$ cat src/rtl/core/rtsp_pkg.sv
// ----------------------------------------------------------------------------
// Resistive touch sample processor package
// Shared widths, reset values, rotation codes, calibration tables and types.
// ----------------------------------------------------------------------------
`default_nettype none

package rtsp_pkg;

    localparam int SAMPLE_W   = 12;
    localparam int PRESSURE_W = 13;
    localparam int PIXEL_W    = 9;
    localparam int ROT_W      = 2;
    localparam int ADDR_W     = 3;
    localparam int DATA_W     = 32;

    localparam logic [PRESSURE_W-1:0] THRESHOLD_RESET = 13'd400;

    localparam logic [0:0] REG_THRESHOLD = 1'b0;
    localparam logic [0:0] REG_ROTATION  = 1'b1;

    localparam logic [ROT_W-1:0] ROT_0   = 2'd0;
    localparam logic [ROT_W-1:0] ROT_90  = 2'd1;
    localparam logic [ROT_W-1:0] ROT_180 = 2'd2;
    localparam logic [ROT_W-1:0] ROT_270 = 2'd3;

    localparam logic [ROT_W-1:0] ROTATION_RESET = ROT_0;

    // Reciprocals for the two pixel divisors, exact for any 12-bit dividend.
    localparam int RECIP_SHIFT = 16;
    localparam int RECIP_W     = 13;
    localparam int DIV_A       = 3615 / 240;
    localparam int DIV_B       = 3585 / 320;
    localparam logic [RECIP_W-1:0] RECIP_A = RECIP_W'(((1 << RECIP_SHIFT) + DIV_A - 1) / DIV_A);
    localparam logic [RECIP_W-1:0] RECIP_B = RECIP_W'(((1 << RECIP_SHIFT) + DIV_B - 1) / DIV_B);

    typedef struct packed {
        logic [SAMPLE_W-1:0] z1;
        logic [SAMPLE_W-1:0] z2;
        logic [SAMPLE_W-1:0] xa;
        logic [SAMPLE_W-1:0] xb;
        logic [SAMPLE_W-1:0] xc;
        logic [SAMPLE_W-1:0] ya;
        logic [SAMPLE_W-1:0] yb;
        logic [SAMPLE_W-1:0] yc;
    } sample_t;

    typedef struct packed {
        logic                  touched;
        logic [PRESSURE_W-1:0] pressure;
        logic [SAMPLE_W-1:0]   pos_x;
        logic [SAMPLE_W-1:0]   pos_y;
        logic [ROT_W-1:0]      rotation;
    } held_t;

    typedef struct packed {
        logic [SAMPLE_W-1:0] offset;
        logic [RECIP_W-1:0]  recip;
    } cal_t;

    function automatic cal_t x_cal(input logic [ROT_W-1:0] rot);
        cal_t c;
        case (rot)
            ROT_0:   c = '{offset: 12'd95,  recip: RECIP_A};
            ROT_90:  c = '{offset: 12'd160, recip: RECIP_B};
            ROT_180: c = '{offset: 12'd385, recip: RECIP_A};
            ROT_270: c = '{offset: 12'd351, recip: RECIP_B};
            default: c = '{offset: 12'd95,  recip: RECIP_A};
        endcase
        return c;
    endfunction

    function automatic cal_t y_cal(input logic [ROT_W-1:0] rot);
        cal_t c;
        case (rot)
            ROT_0:   c = '{offset: 12'd190, recip: RECIP_B};
            ROT_90:  c = '{offset: 12'd385, recip: RECIP_A};
            ROT_180: c = '{offset: 12'd305, recip: RECIP_B};
            ROT_270: c = '{offset: 12'd191, recip: RECIP_A};
            default: c = '{offset: 12'd190, recip: RECIP_B};
        endcase
        return c;
    endfunction

endpackage

`default_nettype wire

$ cat src/rtl/core/rtsp_regs.sv
// ----------------------------------------------------------------------------
// Configuration registers
// APB-style write and read of the touch threshold and screen rotation.
// ----------------------------------------------------------------------------
`default_nettype none

module rtsp_regs (
    input  wire logic                               clk,
    input  wire logic                               rst_n,
    input  wire logic                               psel,
    input  wire logic                               penable,
    input  wire logic                               pwrite,
    input  wire logic [rtsp_pkg::ADDR_W-1:0]        paddr,
    input  wire logic [rtsp_pkg::DATA_W-1:0]        pwdata,
    output logic      [rtsp_pkg::DATA_W-1:0]        prdata,
    output logic                                    pready,
    output logic      [rtsp_pkg::PRESSURE_W-1:0]    threshold,
    output logic      [rtsp_pkg::ROT_W-1:0]         rotation
);

    logic [rtsp_pkg::PRESSURE_W-1:0] threshold_reg;
    logic [rtsp_pkg::PRESSURE_W-1:0] threshold_next;
    logic [rtsp_pkg::ROT_W-1:0]      rotation_reg;
    logic [rtsp_pkg::ROT_W-1:0]      rotation_next;
    logic                            wr_en;
    logic [0:0]                      reg_index;

    assign pready    = 1'b1;
    assign wr_en     = psel && penable && pwrite;
    assign reg_index = paddr[2:2];

    always_comb
    begin
        threshold_next = threshold_reg;
        rotation_next  = rotation_reg;
        if (wr_en)
        begin
            case (reg_index)
                rtsp_pkg::REG_THRESHOLD: threshold_next = pwdata[rtsp_pkg::PRESSURE_W-1:0];
                rtsp_pkg::REG_ROTATION:  rotation_next  = pwdata[rtsp_pkg::ROT_W-1:0];
                default:                 threshold_next = threshold_reg;
            endcase
        end
    end

    always_ff @(posedge clk or negedge rst_n)
    begin
        if (!rst_n)
        begin
            threshold_reg <= rtsp_pkg::THRESHOLD_RESET;
            rotation_reg  <= rtsp_pkg::ROTATION_RESET;
        end
        else
        begin
            threshold_reg <= threshold_next;
            rotation_reg  <= rotation_next;
        end
    end

    always_comb
    begin
        case (reg_index)
            rtsp_pkg::REG_THRESHOLD:
                prdata = {{(rtsp_pkg::DATA_W-rtsp_pkg::PRESSURE_W){1'b0}}, threshold_reg};
            rtsp_pkg::REG_ROTATION:
                prdata = {{(rtsp_pkg::DATA_W-rtsp_pkg::ROT_W){1'b0}}, rotation_reg};
            default:
                prdata = '0;
        endcase
    end

    assign threshold = threshold_reg;
    assign rotation  = rotation_reg;

endmodule

`default_nettype wire

$ cat src/rtl/core/rtsp_sample_stage.sv
// ----------------------------------------------------------------------------
// Sample stage
// Pressure and touch decision, closest-pair averaging, rotation and hold.
// ----------------------------------------------------------------------------
`default_nettype none

module rtsp_sample_stage (
    input  wire logic                            clk,
    input  wire logic                            rst_n,
    input  wire logic [rtsp_pkg::PRESSURE_W-1:0] threshold,
    input  wire logic [rtsp_pkg::ROT_W-1:0]      rotation,
    input  wire logic                            in_valid,
    output logic                                 in_ready,
    input  wire rtsp_pkg::sample_t               in_item,
    output logic                                 out_valid,
    input  wire logic                            out_ready,
    output rtsp_pkg::held_t                      out_item
);

    logic                             valid_reg;
    rtsp_pkg::held_t                  item_reg;
    rtsp_pkg::held_t                  item_next;
    logic [rtsp_pkg::SAMPLE_W-1:0]    held_x_reg;
    logic [rtsp_pkg::SAMPLE_W-1:0]    held_y_reg;
    logic [rtsp_pkg::SAMPLE_W-1:0]    held_x_next;
    logic [rtsp_pkg::SAMPLE_W-1:0]    held_y_next;
    logic [rtsp_pkg::PRESSURE_W-1:0]  z_sum;
    logic                             hit;
    logic [rtsp_pkg::SAMPLE_W-1:0]    avg_x;
    logic [rtsp_pkg::SAMPLE_W-1:0]    avg_y;
    logic                             load;

    function automatic logic [rtsp_pkg::SAMPLE_W-1:0] abs_diff(
        input logic [rtsp_pkg::SAMPLE_W-1:0] p,
        input logic [rtsp_pkg::SAMPLE_W-1:0] q
    );
        return (p > q) ? (p - q) : (q - p);
    endfunction

    function automatic logic [rtsp_pkg::SAMPLE_W-1:0] pair_avg(
        input logic [rtsp_pkg::SAMPLE_W-1:0] a,
        input logic [rtsp_pkg::SAMPLE_W-1:0] b,
        input logic [rtsp_pkg::SAMPLE_W-1:0] c
    );
        logic [rtsp_pkg::SAMPLE_W-1:0] dab;
        logic [rtsp_pkg::SAMPLE_W-1:0] dac;
        logic [rtsp_pkg::SAMPLE_W-1:0] dbc;
        logic [rtsp_pkg::SAMPLE_W:0]   sum;
        dab = abs_diff(a, b);
        dac = abs_diff(a, c);
        dbc = abs_diff(b, c);
        if (dab <= dac && dab <= dbc)
            sum = {1'b0, a} + {1'b0, b};
        else if (dac <= dbc)
            sum = {1'b0, a} + {1'b0, c};
        else
            sum = {1'b0, b} + {1'b0, c};
        return sum[rtsp_pkg::SAMPLE_W:1];
    endfunction

    assign in_ready = !valid_reg || out_ready;
    assign load     = in_valid && in_ready;

    // 4095 - z2 is the bitwise inverse of a 12-bit value
    assign z_sum = {1'b0, in_item.z1} + {1'b0, ~in_item.z2};
    assign hit   = (z_sum >= threshold);
    assign avg_x = pair_avg(in_item.xa, in_item.xb, in_item.xc);
    assign avg_y = pair_avg(in_item.ya, in_item.yb, in_item.yc);

    always_comb
    begin
        held_x_next = held_x_reg;
        held_y_next = held_y_reg;
        if (hit)
        begin
            case (rotation)
                rtsp_pkg::ROT_0:
                begin
                    held_x_next = ~avg_y;
                    held_y_next = avg_x;
                end
                rtsp_pkg::ROT_90:
                begin
                    held_x_next = avg_x;
                    held_y_next = avg_y;
                end
                rtsp_pkg::ROT_180:
                begin
                    held_x_next = avg_y;
                    held_y_next = ~avg_x;
                end
                default:
                begin
                    held_x_next = ~avg_x;
                    held_y_next = ~avg_y;
                end
            endcase
        end
        item_next.touched  = hit;
        item_next.pressure = hit ? z_sum : '0;
        item_next.pos_x    = held_x_next;
        item_next.pos_y    = held_y_next;
        item_next.rotation = rotation;
    end

    always_ff @(posedge clk or negedge rst_n)
    begin
        if (!rst_n)
        begin
            valid_reg  <= 1'b0;
            held_x_reg <= '0;
            held_y_reg <= '0;
        end
        else
        begin
            if (in_ready)
                valid_reg <= in_valid;
            if (load)
            begin
                held_x_reg <= held_x_next;
                held_y_reg <= held_y_next;
            end
        end
    end

    always_ff @(posedge clk)
    begin
        if (load)
            item_reg <= item_next;
    end

    assign out_valid = valid_reg;
    assign out_item  = item_reg;

    property p_hold_without_touch;
        @(posedge clk) disable iff (!rst_n)
        (load && !hit) |=> ($stable(held_x_reg) && $stable(held_y_reg));
    endproperty
    a_hold_without_touch: assert property (p_hold_without_touch)
        else $error("held position changed on an item without touch");

    property p_item_matches_held;
        @(posedge clk) disable iff (!rst_n)
        load |=> (item_reg.pos_x == held_x_reg && item_reg.pos_y == held_y_reg);
    endproperty
    a_item_matches_held: assert property (p_item_matches_held)
        else $error("staged position differs from held position");

endmodule

`default_nettype wire

$ cat src/rtl/core/rtsp_pixel_stage.sv
// ----------------------------------------------------------------------------
// Pixel stage
// Offset and constant division of the held position into screen pixels.
// ----------------------------------------------------------------------------
`default_nettype none

module rtsp_pixel_stage (
    input  wire logic                             clk,
    input  wire logic                             rst_n,
    input  wire logic                             in_valid,
    output logic                                  in_ready,
    input  wire rtsp_pkg::held_t                  in_item,
    output logic                                  out_valid,
    input  wire logic                             out_ready,
    output logic                                  touched,
    output logic      [rtsp_pkg::PRESSURE_W-1:0]  pressure,
    output logic      [rtsp_pkg::PIXEL_W-1:0]     screen_x,
    output logic      [rtsp_pkg::PIXEL_W-1:0]     screen_y
);

    localparam int PROD_W = rtsp_pkg::SAMPLE_W + rtsp_pkg::RECIP_W;

    logic                            valid_reg;
    logic                            touched_reg;
    logic [rtsp_pkg::PRESSURE_W-1:0] pressure_reg;
    logic [rtsp_pkg::PIXEL_W-1:0]    screen_x_reg;
    logic [rtsp_pkg::PIXEL_W-1:0]    screen_y_reg;
    logic [rtsp_pkg::PIXEL_W-1:0]    screen_x_next;
    logic [rtsp_pkg::PIXEL_W-1:0]    screen_y_next;
    logic                            load;

    function automatic logic [rtsp_pkg::PIXEL_W-1:0] to_pixel(
        input logic [rtsp_pkg::SAMPLE_W-1:0] raw,
        input rtsp_pkg::cal_t                cal
    );
        logic [rtsp_pkg::SAMPLE_W-1:0] diff;
        logic [PROD_W-1:0]             prod;
        diff = raw - cal.offset;
        prod = {{rtsp_pkg::RECIP_W{1'b0}}, diff} * {{rtsp_pkg::SAMPLE_W{1'b0}}, cal.recip};
        if (raw < cal.offset)
            return '0;
        return prod[rtsp_pkg::RECIP_SHIFT +: rtsp_pkg::PIXEL_W];
    endfunction

    assign in_ready = !valid_reg || out_ready;
    assign load     = in_valid && in_ready;

    assign screen_x_next = to_pixel(in_item.pos_x, rtsp_pkg::x_cal(in_item.rotation));
    assign screen_y_next = to_pixel(in_item.pos_y, rtsp_pkg::y_cal(in_item.rotation));

    always_ff @(posedge clk or negedge rst_n)
    begin
        if (!rst_n)
            valid_reg <= 1'b0;
        else if (in_ready)
            valid_reg <= in_valid;
    end

    always_ff @(posedge clk)
    begin
        if (load)
        begin
            touched_reg  <= in_item.touched;
            pressure_reg <= in_item.pressure;
            screen_x_reg <= screen_x_next;
            screen_y_reg <= screen_y_next;
        end
    end

    assign out_valid = valid_reg;
    assign touched   = touched_reg;
    assign pressure  = pressure_reg;
    assign screen_x  = screen_x_reg;
    assign screen_y  = screen_y_reg;

    property p_idle_pressure_zero;
        @(posedge clk) disable iff (!rst_n)
        (valid_reg && !touched_reg) |-> (pressure_reg == '0);
    endproperty
    a_idle_pressure_zero: assert property (p_idle_pressure_zero)
        else $error("nonzero pressure on an item without touch");

    property p_pixel_range;
        @(posedge clk) disable iff (!rst_n)
        valid_reg |-> (screen_x_reg <= 9'd372 && screen_y_reg <= 9'd372);
    endproperty
    a_pixel_range: assert property (p_pixel_range)
        else $error("pixel coordinate beyond full-scale quotient");

endmodule

`default_nettype wire

$ cat src/rtl/core/resistive_touch_sample_processor.sv
// ----------------------------------------------------------------------------
// Resistive touch sample processor
// Pressure, closest-pair position, rotation and pixel calibration per item.
// ----------------------------------------------------------------------------
//  channel  | handshake              | payload
//  ---------+------------------------+---------------------------------------
//  input    | in_valid / in_ready    | z1/z2 samples, three X, three Y samples
//  output   | out_valid / out_ready  | touched, pressure, screen_x, screen_y
//  config   | psel/penable/pwrite    | paddr, pwdata, prdata (pready high)
//
//  One item per cycle while out_ready is high; out_valid rises once the item
//  has passed the input register, sample stage with held position and pixel stage.
//  Reset loads threshold 400, rotation 0 and held position 0.
//  A stalled output holds each full stage; ready passes back through all
//  three stages in the same cycle, so an empty stage accepts at once.
// ----------------------------------------------------------------------------
`default_nettype none

module resistive_touch_sample_processor (
    input  wire logic                                clk,
    input  wire logic                                rst_n,
    input  wire logic                                psel,
    input  wire logic                                penable,
    input  wire logic                                pwrite,
    input  wire logic [rtsp_pkg::ADDR_W-1:0]         paddr,
    input  wire logic [rtsp_pkg::DATA_W-1:0]         pwdata,
    output logic      [rtsp_pkg::DATA_W-1:0]         prdata,
    output logic                                     pready,
    input  wire logic                                in_valid,
    output logic                                     in_ready,
    input  wire logic [rtsp_pkg::SAMPLE_W-1:0]       z1_sample,
    input  wire logic [rtsp_pkg::SAMPLE_W-1:0]       z2_sample,
    input  wire logic [rtsp_pkg::SAMPLE_W-1:0]       x_sample_a,
    input  wire logic [rtsp_pkg::SAMPLE_W-1:0]       x_sample_b,
    input  wire logic [rtsp_pkg::SAMPLE_W-1:0]       x_sample_c,
    input  wire logic [rtsp_pkg::SAMPLE_W-1:0]       y_sample_a,
    input  wire logic [rtsp_pkg::SAMPLE_W-1:0]       y_sample_b,
    input  wire logic [rtsp_pkg::SAMPLE_W-1:0]       y_sample_c,
    output logic                                     out_valid,
    input  wire logic                                out_ready,
    output logic                                     touched,
    output logic      [rtsp_pkg::PRESSURE_W-1:0]     pressure,
    output logic      [rtsp_pkg::PIXEL_W-1:0]        screen_x,
    output logic      [rtsp_pkg::PIXEL_W-1:0]        screen_y
);

    logic [rtsp_pkg::PRESSURE_W-1:0] threshold;
    logic [rtsp_pkg::ROT_W-1:0]      rotation;

    logic                            in_valid_reg;
    rtsp_pkg::sample_t               in_item_reg;
    rtsp_pkg::sample_t               in_item_next;
    logic                            smp_ready;
    logic                            smp_valid;
    rtsp_pkg::held_t                 smp_item;
    logic                            pix_ready;

    assign in_item_next = '{z1: z1_sample,  z2: z2_sample,
                            xa: x_sample_a, xb: x_sample_b, xc: x_sample_c,
                            ya: y_sample_a, yb: y_sample_b, yc: y_sample_c};

    assign in_ready = !in_valid_reg || smp_ready;

    always_ff @(posedge clk or negedge rst_n)
    begin
        if (!rst_n)
            in_valid_reg <= 1'b0;
        else if (in_ready)
            in_valid_reg <= in_valid;
    end

    always_ff @(posedge clk)
    begin
        if (in_valid && in_ready)
            in_item_reg <= in_item_next;
    end

    rtsp_regs u_regs (
        .clk       (clk),
        .rst_n     (rst_n),
        .psel      (psel),
        .penable   (penable),
        .pwrite    (pwrite),
        .paddr     (paddr),
        .pwdata    (pwdata),
        .prdata    (prdata),
        .pready    (pready),
        .threshold (threshold),
        .rotation  (rotation)
    );

    rtsp_sample_stage u_sample (
        .clk       (clk),
        .rst_n     (rst_n),
        .threshold (threshold),
        .rotation  (rotation),
        .in_valid  (in_valid_reg),
        .in_ready  (smp_ready),
        .in_item   (in_item_reg),
        .out_valid (smp_valid),
        .out_ready (pix_ready),
        .out_item  (smp_item)
    );

    rtsp_pixel_stage u_pixel (
        .clk       (clk),
        .rst_n     (rst_n),
        .in_valid  (smp_valid),
        .in_ready  (pix_ready),
        .in_item   (smp_item),
        .out_valid (out_valid),
        .out_ready (out_ready),
        .touched   (touched),
        .pressure  (pressure),
        .screen_x  (screen_x),
        .screen_y  (screen_y)
    );

endmodule

`default_nettype wire
$ cat config.mk
export PLATFORM = sky130hd
export DESIGN_NAME = resistive_touch_sample_processor
export DESIGN_NICKNAME = d
export VERILOG_FILES = /design/src/rtl/core/rtsp_pkg.sv /design/src/rtl/core/rtsp_regs.sv /design/src/rtl/core/rtsp_sample_stage.sv /design/src/rtl/core/rtsp_pixel_stage.sv /design/src/rtl/core/resistive_touch_sample_processor.sv
export SDC_FILE = /design/constraint.sdc
export NUM_CORES = 1
export LEC_CHECK = 0
export BUFFER_PORTS_ARGS = -buffer_cell sky130_fd_sc_hd__buf_2
export CORE_AREA = 3 3 208 210
export CTS_BUF_LIST = sky130_fd_sc_hd__clkbuf_16
export CTS_CLUSTER_SIZE = 8
export DETAILED_ROUTE_END_ITERATION = 10
export DIE_AREA = 0 0 211 213
export GPL_ROUTABILITY_DRIVEN = 0
export HOLD_SLACK_MARGIN = 0.12
export PLACE_DENSITY = 0.82
export SLEW_MARGIN = 20
export SYNTH_ARGS = -nofsm -noshare
export SYNTH_HDL_FRONTEND = slang
export SYNTH_HIERARCHICAL = 1
export SYNTH_SLANG_ARGS = --single-unit
$ cat constraint.sdc
create_clock -name clk -period 9.01 [get_ports clk]
set_input_delay 1.802 -clock clk [delete_from_list [all_inputs] [get_ports clk]]
set_output_delay 1.802 -clock clk [all_outputs]
set_load 0.05 [all_outputs]
-- Word level (Yosys, flattened, before mapping)
Cells that the tools add are included.
- bits in registers: 210
- output and inout bits: 67
- $lt $le $gt $ge: 15
- reduce and logical (&&, ||, !) cells: 17
- equal/unequal tests: 5
- multipliers: 2
- bitwise operators: 4
- $add $sub $neg: 21
- muxes and demuxes: 23
- operators by type and width (operator ; count):
    one-hot mux 25 bit (4 select lines) ; 2
    subtractor 12 bit ; 14
    two-way mux 12 bit ; 8
    adder 12 x 12 -> 13 bit ; 7
    greater-than comparator 12 bit ; 6
    less-or-equal comparator 12 bit ; 6
    one-hot mux 12 bit (3 select lines) ; 2
    one-hot mux 32 bit (2 select lines) ; 1
    two-way mux 13 bit ; 4
    multiplier 12 x 13 -> 25 bit ; 2
    two-way mux 9 bit ; 4
    NOT 12 bit ; 3
    < comparator 12 bit ; 2
    >= comparator 13 bit ; 1
    logical AND 1 bit ; 7
    == test 2 bit (second input constant) ; 3
    == test 2 x 1 -> 1 bit (second input constant) ; 2
    logical NOT 2 bit ; 2
    AND reduction 2 bit ; 2
    logical NOT 1 bit ; 3
    logical OR 1 bit ; 3
    two-way mux 1 bit ; 2
    NOT 1 bit ; 1

-- Depth between registers and ports, before layout
Gate-level depths: netlist (run 1).
- depth in word-level cells: 8
- depth in mapped cells: 38
- mapped depth without buffers: 35

-- Hierarchy
The synthesis (run 1) kept the hierarchy.
- modules (own cells, without submodules) (module ; times used ; sequential area each (um^2) ; cells an instance ; area an instance (um^2)):
    rtsp_sample_stage ; 1 ; 1826.8 ; 1701 ; 13887.1
    rtsp_pixel_stage ; 1 ; 985.9 ; 904 ; 8331.7
    resistive_touch_sample_processor ; 1 ; 2907.8 ; 100 ; 2936.6
    rtsp_regs ; 1 ; 379.1 ; 69 ; 880.8

-- Worst setup path before layout (run 1)
Ideal clock, no wire load.
- kind: reg-to-reg
- start point: reg in_item_reg[37] (netlist name)
- end point: reg u_sample.item_reg, in the netlist u_sample/out_item[20] (data pin)
- path slack: 1807 ps
- stages on the path, launching flop included: 33
- arrival time: 6943 ps
- required time: 8750 ps
- cells stage by stage: edfxtp_1 inv_1 fa_1 a21o_1 a21oi_2 nor2_1 o41ai_4 a21oi_2 mux2_4 a22o_1 o211ai_2 a21boi_2 o2111a_1 a211o_1 ha_1 nand4_1 a211oi_1 o31a_1 clkbuf_1 nand2_1 o21ai_0 ha_1 a21o_1 a21o_1 a21o_1 or3_1 a311oi_1 nor2_1 xnor2_1 o21ai_1 mux2i_1 xnor2_1 mux2_2
- word-level cells in the longest chain between the ends: 8
- elaborated cells between the ends (all ways): 19
- those cells by class: add/sub: 6; order compare: 5; mux: 6; bitwise: 1; reduce/logical: 1
- RTL lines (item ; RTL line ; source):
    start, declared ; resistive_touch_sample_processor.sv:51 ; rtsp_pkg::sample_t in_item_reg;
    start signal, assigned ; resistive_touch_sample_processor.sv:75 ; in_item_reg <= in_item_next;
    subtractor 12 bit / greater-than comparator 12 bit (equally long branches) ; rtsp_sample_stage.sv:37 ; return (p > q) ? (p - q) : (q - p);
    two-way mux 12 bit ; rtsp_sample_stage.sv:37 ;
    less-or-equal comparator 12 bit, on equally long branches ; rtsp_sample_stage.sv:54, rtsp_sample_stage.sv:52 ;
    two-way mux 13 bit / logical AND 1 bit (equally long branches) ; rtsp_sample_stage.sv:54, rtsp_sample_stage.sv:52 ;
    two-way mux 13 bit * ; rtsp_sample_stage.sv:52 ; if (dab <= dac && dab <= dbc)
    NOT 12 bit ; rtsp_sample_stage.sv:94 ; held_x_next = ~avg_x;
    one-hot mux 12 bit (3 select lines) * ; rtsp_sample_stage.sv:76 ; case (rotation)
    two-way mux 12 bit * ; rtsp_sample_stage.sv:74 ; if (hit)
    via u_sample.held_x_next (one bit) ; rtsp_sample_stage.sv:25 ; logic [rtsp_pkg::SAMPLE_W-1:0] held_x_next;
    end signal, assigned ; rtsp_sample_stage.sv:129 ; item_reg <= item_next;
    end, declared ; rtsp_sample_stage.sv:21 ; rtsp_pkg::held_t item_reg;
The timed path passes the listed nets; every way through them passes the cells marked *.
A chain may end at the register's enable or synchronous reset.

-- Final worst setup path (run 1)
- start point: reg in_item_reg[37] (netlist name)
- end point: reg u_sample.item_reg, in the netlist u_sample/out_item[22] (data pin)
Same word-level chain as after synthesis.

==> impl_metrics.env, run 1 <==
export IMPL_run_status="finished clean"
export IMPL_yosys_most_used_dff="sky130_fd_sc_hd__edfxtp_1"
export IMPL_ys_top_cells_by_area="sky130_fd_sc_hd__ha_1 22%, sky130_fd_sc_hd__edfxtp_1 19%, sky130_fd_sc_hd__fa_1 8.7%, sky130_fd_sc_hd__inv_1 6.2%, sky130_fd_sc_hd__xnor2_1 3.9%"
export IMPL_vias_in_the_first_global_route=21200
export IMPL_largest_register_ffs=96
export IMPL_cts_htree_levels=1
export IMPL_number_of_hold_repair_buffers_added_at_the_cts_stage=0
export IMPL_grt_antenna_before_repair=0
export IMPL_max_cap_violations=0
export IMPL_die_y_um=213
export IMPL_share_of_layout_cells_above_drive_strength_1=0.112
export IMPL_wire_per_inst_um=18.4
export IMPL_placed_cells_incl_taps=3420
export IMPL_final_routed_wirelength_across_all_metal_layers_um=64100
export IMPL_final_max_slew_violation_count=0
export IMPL_globalRouteMet2Util=0.505
export IMPL_tightest_slew_ps=987
export IMPL_synth_async_sr_flop_share=0.200
export IMPL_yosys_area_top_type_share=0.224
export IMPL_detailed_place_hpwl_um=51800
export IMPL_rsz0062_at_grt="false"
export IMPL_setup_worst_path_start_class="flip-flop"
export IMPL_crit_path_frequent_cell="sky130_fd_sc_hd__a21o_1"
export IMPL_area_after_detailed_placement_um2=27200
export IMPL_tritoncts="done"
export IMPL_synthCells=2774
export IMPL_post_cts_setup_buffer_count=0
export IMPL_timing_critical_path_slowest_cell_delay_ps=540
export IMPL_cts_sink_count=210
export IMPL_finalCritPeriodShare=0.936
export IMPL_fin_crit_ps=8430
export IMPL_synthesis_to_layout_area_growth_pct=8.22
export IMPL_io_pin_count=205
export IMPL_globalRoute_totalOverflow=0
export IMPL_post_synth_top_count_cell="sky130_fd_sc_hd__ha_1"
export IMPL_synth_cell_area_um2=26000
export IMPL_highest_net_fanout_along_the_worst_path=17
export IMPL_met1_usage=0.338
export IMPL_grt_max_degree=69
export IMPL_postRouteAntennaNets=0
export IMPL_post_synth_cell_area_avg_um2=9.39
export IMPL_synth_edff_count=168
export IMPL_grt_busiest_layer="met2"
export IMPL_final_number_of_setup_violating_endpoints=0
export IMPL_critical_path_endpoint_category="flip-flop"
export IMPL_floorplan_initialDensity=0.623
export IMPL_buffer_ports_inserted=163
export IMPL_wire_length_of_the_first_global_routing_pass_um=103000
export IMPL_dr_pass1_iters=5
export IMPL_most_area_hungry_cell_type_in_the_yosys_netlist="sky130_fd_sc_hd__ha_1"
export IMPL_cts_root_buffer_cell="sky130_fd_sc_hd__clkbuf_16"
export IMPL_die_area_um2=44900
export IMPL_post_synth_cell_types=104
export IMPL_detail_route_iter0_violations=1399
export IMPL_fp_row_count=75
export IMPL_critPathArrivalTime_ps=8740
export IMPL_fin_nets=3633
export IMPL_fin_area_um2=28200
export IMPL_finClkSkew_ps=16.1
export IMPL_cts_resized=0
export IMPL_fin_setup_tns_ps=0
export IMPL_fin_hold_viols=0
export IMPL_floorplan_die_width_um=211
export IMPL_crit_required_ps=9310
export IMPL_coreArea_um2=41800
export IMPL_ys_warn_count=6
export IMPL_synth_seq_cells=210
export IMPL_detail_route_drc_violations=0
export IMPL_slowest_cp_cell="sky130_fd_sc_hd__edfxtp_1"
export IMPL_global_route_usage_total=0.278
export IMPL_fmaxAchievable_ghz=0.119
export IMPL_clkTransAtPathRegs_ps=60
export IMPL_cts_buffers=31
export IMPL_synth_yosys_seq_area_share=0.234
export IMPL_synth_common_cells="467 x sky130_fd_sc_hd__ha_1, 429 x sky130_fd_sc_hd__inv_1, 187 x sky130_fd_sc_hd__a21oi_1"
export IMPL_antenna_diode_instance_count=0
export IMPL_finish_cell_count_without_fillers=3479
export IMPL_holdCritPathClass="reg -> reg"
export IMPL_clkLatencyLatePin_ps=600
export IMPL_worst_hold_margin_ps=418
export IMPL_grt_util_met3=0.0292
export IMPL_viasPerCell=5.98
export IMPL_clock_tree_buffer_depth=3
export IMPL_vias=20800
export IMPL_crit_type="reg -> reg"
export IMPL_slew_margin_rel=0.342
-- final timing paths --
path	end	cells past startpoint	startpoint	slack, ps
setup / recovery	u_sample/out_item[22]	30	in_item_reg[37]	580
hold / removal	u_pixel/pressure[7]	0	u_sample/out_item[33]	420
setup reg to reg	u_sample/out_item[22]	30	in_item_reg[37]	580
hold reg to reg	u_pixel/pressure[7]	0	u_sample/out_item[33]	420
max in group asynchronous	u_sample/held_y_reg[7]	1	rst_n	7020
min in group asynchronous	u_regs/threshold[5]	1	rst_n	1370
-- layout make-up --
cell class              instances  area, µm²
clock buffers                  31        776
clock inverters                27        121
fillers                      3127      13600
inverters                     438       1640
multi-input cells            2056      17900
flip-flops and latches        210       6100
well taps                     539        674
repair buffers                178        936
-- worst max-delay path, delay by kind of cell, from the launching register on --
kind,cells,cell delay (ps)
buffers and inverters,2,510
flip-flops,1,540
AO/OA/AOI/OAI,19,4540
multiplexers,1,380
adder cells (fa/ha/maj),3,1170
XOR/XNOR,2,390
AND/OR/NAND/NOR,3,620
-- cells in the final DEF (no fill, tap or decap), types with 41 or more instances in the layout --
master and n:
sky130_fd_sc_hd__buf_2 163, sky130_fd_sc_hd__a21oi_1 187, sky130_fd_sc_hd__ha_1 467, sky130_fd_sc_hd__nor2_1 165, sky130_fd_sc_hd__nor2b_1 41, sky130_fd_sc_hd__xnor2_1 116
sky130_fd_sc_hd__o21ai_1 49, sky130_fd_sc_hd__o21ai_0 79, sky130_fd_sc_hd__mux2i_1 60, sky130_fd_sc_hd__mux2_2 47, sky130_fd_sc_hd__a21o_1 103, sky130_fd_sc_hd__inv_1 451
sky130_fd_sc_hd__nand2_1 100, sky130_fd_sc_hd__edfxtp_1 168, sky130_fd_sc_hd__xor2_1 52, sky130_fd_sc_hd__fa_1 113
-- metal layers --
metal | part of all wire | vias up | routed length, µm
li1 | - | 9868 | -
met4 | 0.042 | 0 | 2690
met1 | 0.40 | 9923 | 25600
met3 | 0.056 | 186 | 3570
met2 | 0.50 | 836 | 32300
met5 | 0 | - | 0
-- logic make-up (layout without fill, tap and decap cells) --
kind of cell | after synthesis | in the layout | share of synthesized area
xor+xnor | 172 | 172 | 0.0590
fa+ha+maj | 580 | 580 | 0.311
other cells | 2 | 20 | 0.000288
buf+inv | 526 | 674 | 0.0804
compound gates | 636 | 636 | 0.159
mux | 127 | 127 | 0.0536
flops | 210 | 210 | 0.234
simple gates | 521 | 521 | 0.102
-- per-stage QoR --
stage / setup WS (ps) / utilization
3_3_place_gp: 792 / 0.653
4_1_cts: 500 / 0.674
6_report: 577 / 0.675
2_1_floorplan: 1810 / -
3_5_place_dp: 573 / 0.653
5_1_grt: 189 / 0.675
Power of run 1 is left out: the tool's default activity adds up to more than one toggle a clock period on the data nets, which glitch-free logic cannot reach.
==> run 2: changes to the inputs <==
==> constraint.sdc (replaced) <==
create_clock -name clk -period 9.01 [get_ports clk]
set_input_delay 0.901 -clock clk [delete_from_list [all_inputs] [get_ports clk]]
set_output_delay 0.901 -clock clk [all_outputs]
set_load 0.05 [all_outputs]
==> run 2 against run 1 <==
Net effect: clock skew rose by 3.0 ps; non-clock buffer count fell by 3; utilization down 0.075 points; critical path depth rose by 1; routed wire length down 0.70%; first-iteration DRC count up 14%; fmax decreased by 0.12%; largest cell class unchanged.
==> impl_metrics.env, run 2 (synthesis gave the netlist of run 1 again) <==
export IMPL_run_status="finished clean"
export IMPL_die_area_um2=44900
export IMPL_vias_in_the_first_global_route=21100
export IMPL_slowest_cp_cell="sky130_fd_sc_hd__edfxtp_1"
export IMPL_dr_pass1_iters=6
export IMPL_rr_startpoint="in_item_reg[37]"
export IMPL_detailed_place_hpwl_um=51700
export IMPL_buffer_ports_inserted=163
export IMPL_final_routed_wirelength_across_all_metal_layers_um=63700
export IMPL_fin_hold_viols=0
export IMPL_floorplan_initialDensity=0.623
export IMPL_clkTransAtPathRegs_ps=50
export IMPL_wire_length_of_the_first_global_routing_pass_um=103000
export IMPL_min_path_cells=0
export IMPL_number_of_hold_repair_buffers_added_at_the_cts_stage=0
export IMPL_tritoncts="done"
export IMPL_path_delay_family="compound AO/OA/AOI/OAI gates"
export IMPL_detail_route_drc_violations=0
export IMPL_layout_cells_most_common="sky130_fd_sc_hd__ha_1"
export IMPL_grt_antenna_before_repair=2
export IMPL_final_number_of_setup_violating_endpoints=0
export IMPL_post_cts_setup_buffer_count=0
export IMPL_finalCritPeriodShare=0.937
export IMPL_clock_tree_buffer_depth=3
export IMPL_largest_register_ffs=96
export IMPL_cts_sink_count=210
export IMPL_cts_htree_levels=1
export IMPL_synthesis_to_layout_area_growth_pct=8.10
export IMPL_fmaxAchievable_ghz=0.118
export IMPL_vias=20800
export IMPL_timing_critical_path_slowest_cell_delay_ps=520
export IMPL_cts_buffers=30
export IMPL_max_cap_violations=0
export IMPL_critPathArrivalTime_ps=8730
export IMPL_setup_worst_path_start_class="flip-flop"
export IMPL_slew_margin_rel=0.340
export IMPL_crit_required_ps=9300
export IMPL_fin_nets=3629
export IMPL_share_of_layout_cells_above_drive_strength_1=0.111
export IMPL_viasPerCell=5.98
export IMPL_r2r_cells=31
export IMPL_most_common_layout_cells="467 x sky130_fd_sc_hd__ha_1, 453 x sky130_fd_sc_hd__inv_1, 187 x sky130_fd_sc_hd__a21oi_1"
export IMPL_fin_setup_tns_ps=0
export IMPL_cts_root_buffer_cell="sky130_fd_sc_hd__clkbuf_16"
export IMPL_critical_path_n_buffers_inverters=2
export IMPL_globalRoute_totalOverflow=0
export IMPL_finClkSkew_ps=19.1
export IMPL_fin_crit_ps=8440
export IMPL_worstHoldEndpoint="u_pixel/pressure[10]"
export IMPL_crit_type="reg -> reg"
export IMPL_grt_max_degree=62
export IMPL_wire_per_inst_um=18.3
export IMPL_die_y_um=213
export IMPL_holdCritPathClass="reg -> reg"
export IMPL_crit_path_frequent_cell="sky130_fd_sc_hd__a21o_1"
export IMPL_rsz0062_at_grt="false"
export IMPL_critical_path_reg2reg_endpoint="u_sample/out_item[22]"
export IMPL_global_route_usage_total=0.278
export IMPL_fp_row_count=75
export IMPL_tightest_slew_ps=991
export IMPL_final_max_slew_violation_count=0
export IMPL_coreArea_um2=41800
export IMPL_critical_path_endpoint_category="flip-flop"
export IMPL_clkLatencyLatePin_ps=580
export IMPL_floorplan_die_width_um=211
export IMPL_launch_point_of_the_worst_hold_path="u_sample/out_item[36]"
export IMPL_cts_resized=0
export IMPL_highest_net_fanout_along_the_worst_path=17
export IMPL_detail_route_iter0_violations=1588
export IMPL_io_pin_count=205
export IMPL_rrSetupSlack_ps=570
export IMPL_postRouteAntennaNets=0
==> run 2: cell types whose count changed in the layout (fill, tap and decap cells not counted), sizes merged <==
cell	change
diode	+2
buf	-3
clkbuf	-1
inv	+1
clkinv	-2
==> run 2: metrics by stage <==
step,setup WS (ps),util,hold WS [ps],cells,cell area [µm²]
finish,567,0.674,414,3476,28100
global placement,852,0.652,402,3418,27200
global route,131,0.674,422,3476,28100
detailed placement,535,0.652,405,3418,27200
CTS,468,0.673,414,3474,28100
floorplan,1810,-,400,2792,26100
==> run 2: layout make-up <==
| type | instances | area [µm²] |
|---|---|---|
| inverter | 438 | 1640 |
| clock inverter | 26 | 124 |
| clock buffer | 30 | 751 |
| fill | 3099 | 13600 |
| tap | 539 | 674 |
| timing repair buffer | 175 | 906 |
| sequential | 210 | 6100 |
| multi-input combinational | 2056 | 17900 |
| antenna | 2 | 5.00 |
==> run 2: worst reg2reg max path, delay by kind of cell, from the launching register on <==
family / cells / cell delay, ps
buffers and inverters: 2 / 510
adders and majority gates: 3 / 1150
DFF: 1 / 520
AOI/OAI and AO/OA: 19 / 4510
muxes: 1 / 380
xor gates and xnor gates: 2 / 390
and+or+nand+nor: 4 / 710
==> run 2: per-layer routing <==
| layer | up-vias | GRT usage | share of wire |
|---|---|---|---|
| li1 | 9864 | - | - |
| met1 | 9908 | 0.342 | 0.40 |
| met2 | 834 | 0.495 | 0.50 |
| met3 | 187 | 0.0285 | 0.055 |
| met4 | 0 | 0.124 | 0.043 |
| met5 | - | 0 | 0 |
==> run 2: how the worst max path moves through the flow <==
| stage | to | cells after the start | from | slack [ps] |
|---|---|---|---|---|
| floorplan | u_sample/out_item[20] | 32 | in_item_reg[37] | 1810 |
| global placement | u_sample/out_item[22] | 31 | in_item_reg[37] | 850 |
| detailed placement | u_sample/out_item[22] | 31 | in_item_reg[37] | 530 |
| CTS | u_sample/out_item[22] | 31 | in_item_reg[37] | 470 |
| global route | u_sample/out_item[12] | 32 | in_item_reg[1] | 130 |
| finish | u_sample/out_item[22] | 31 | in_item_reg[37] | 570 |
Power of run 2 is left out for the same reason.
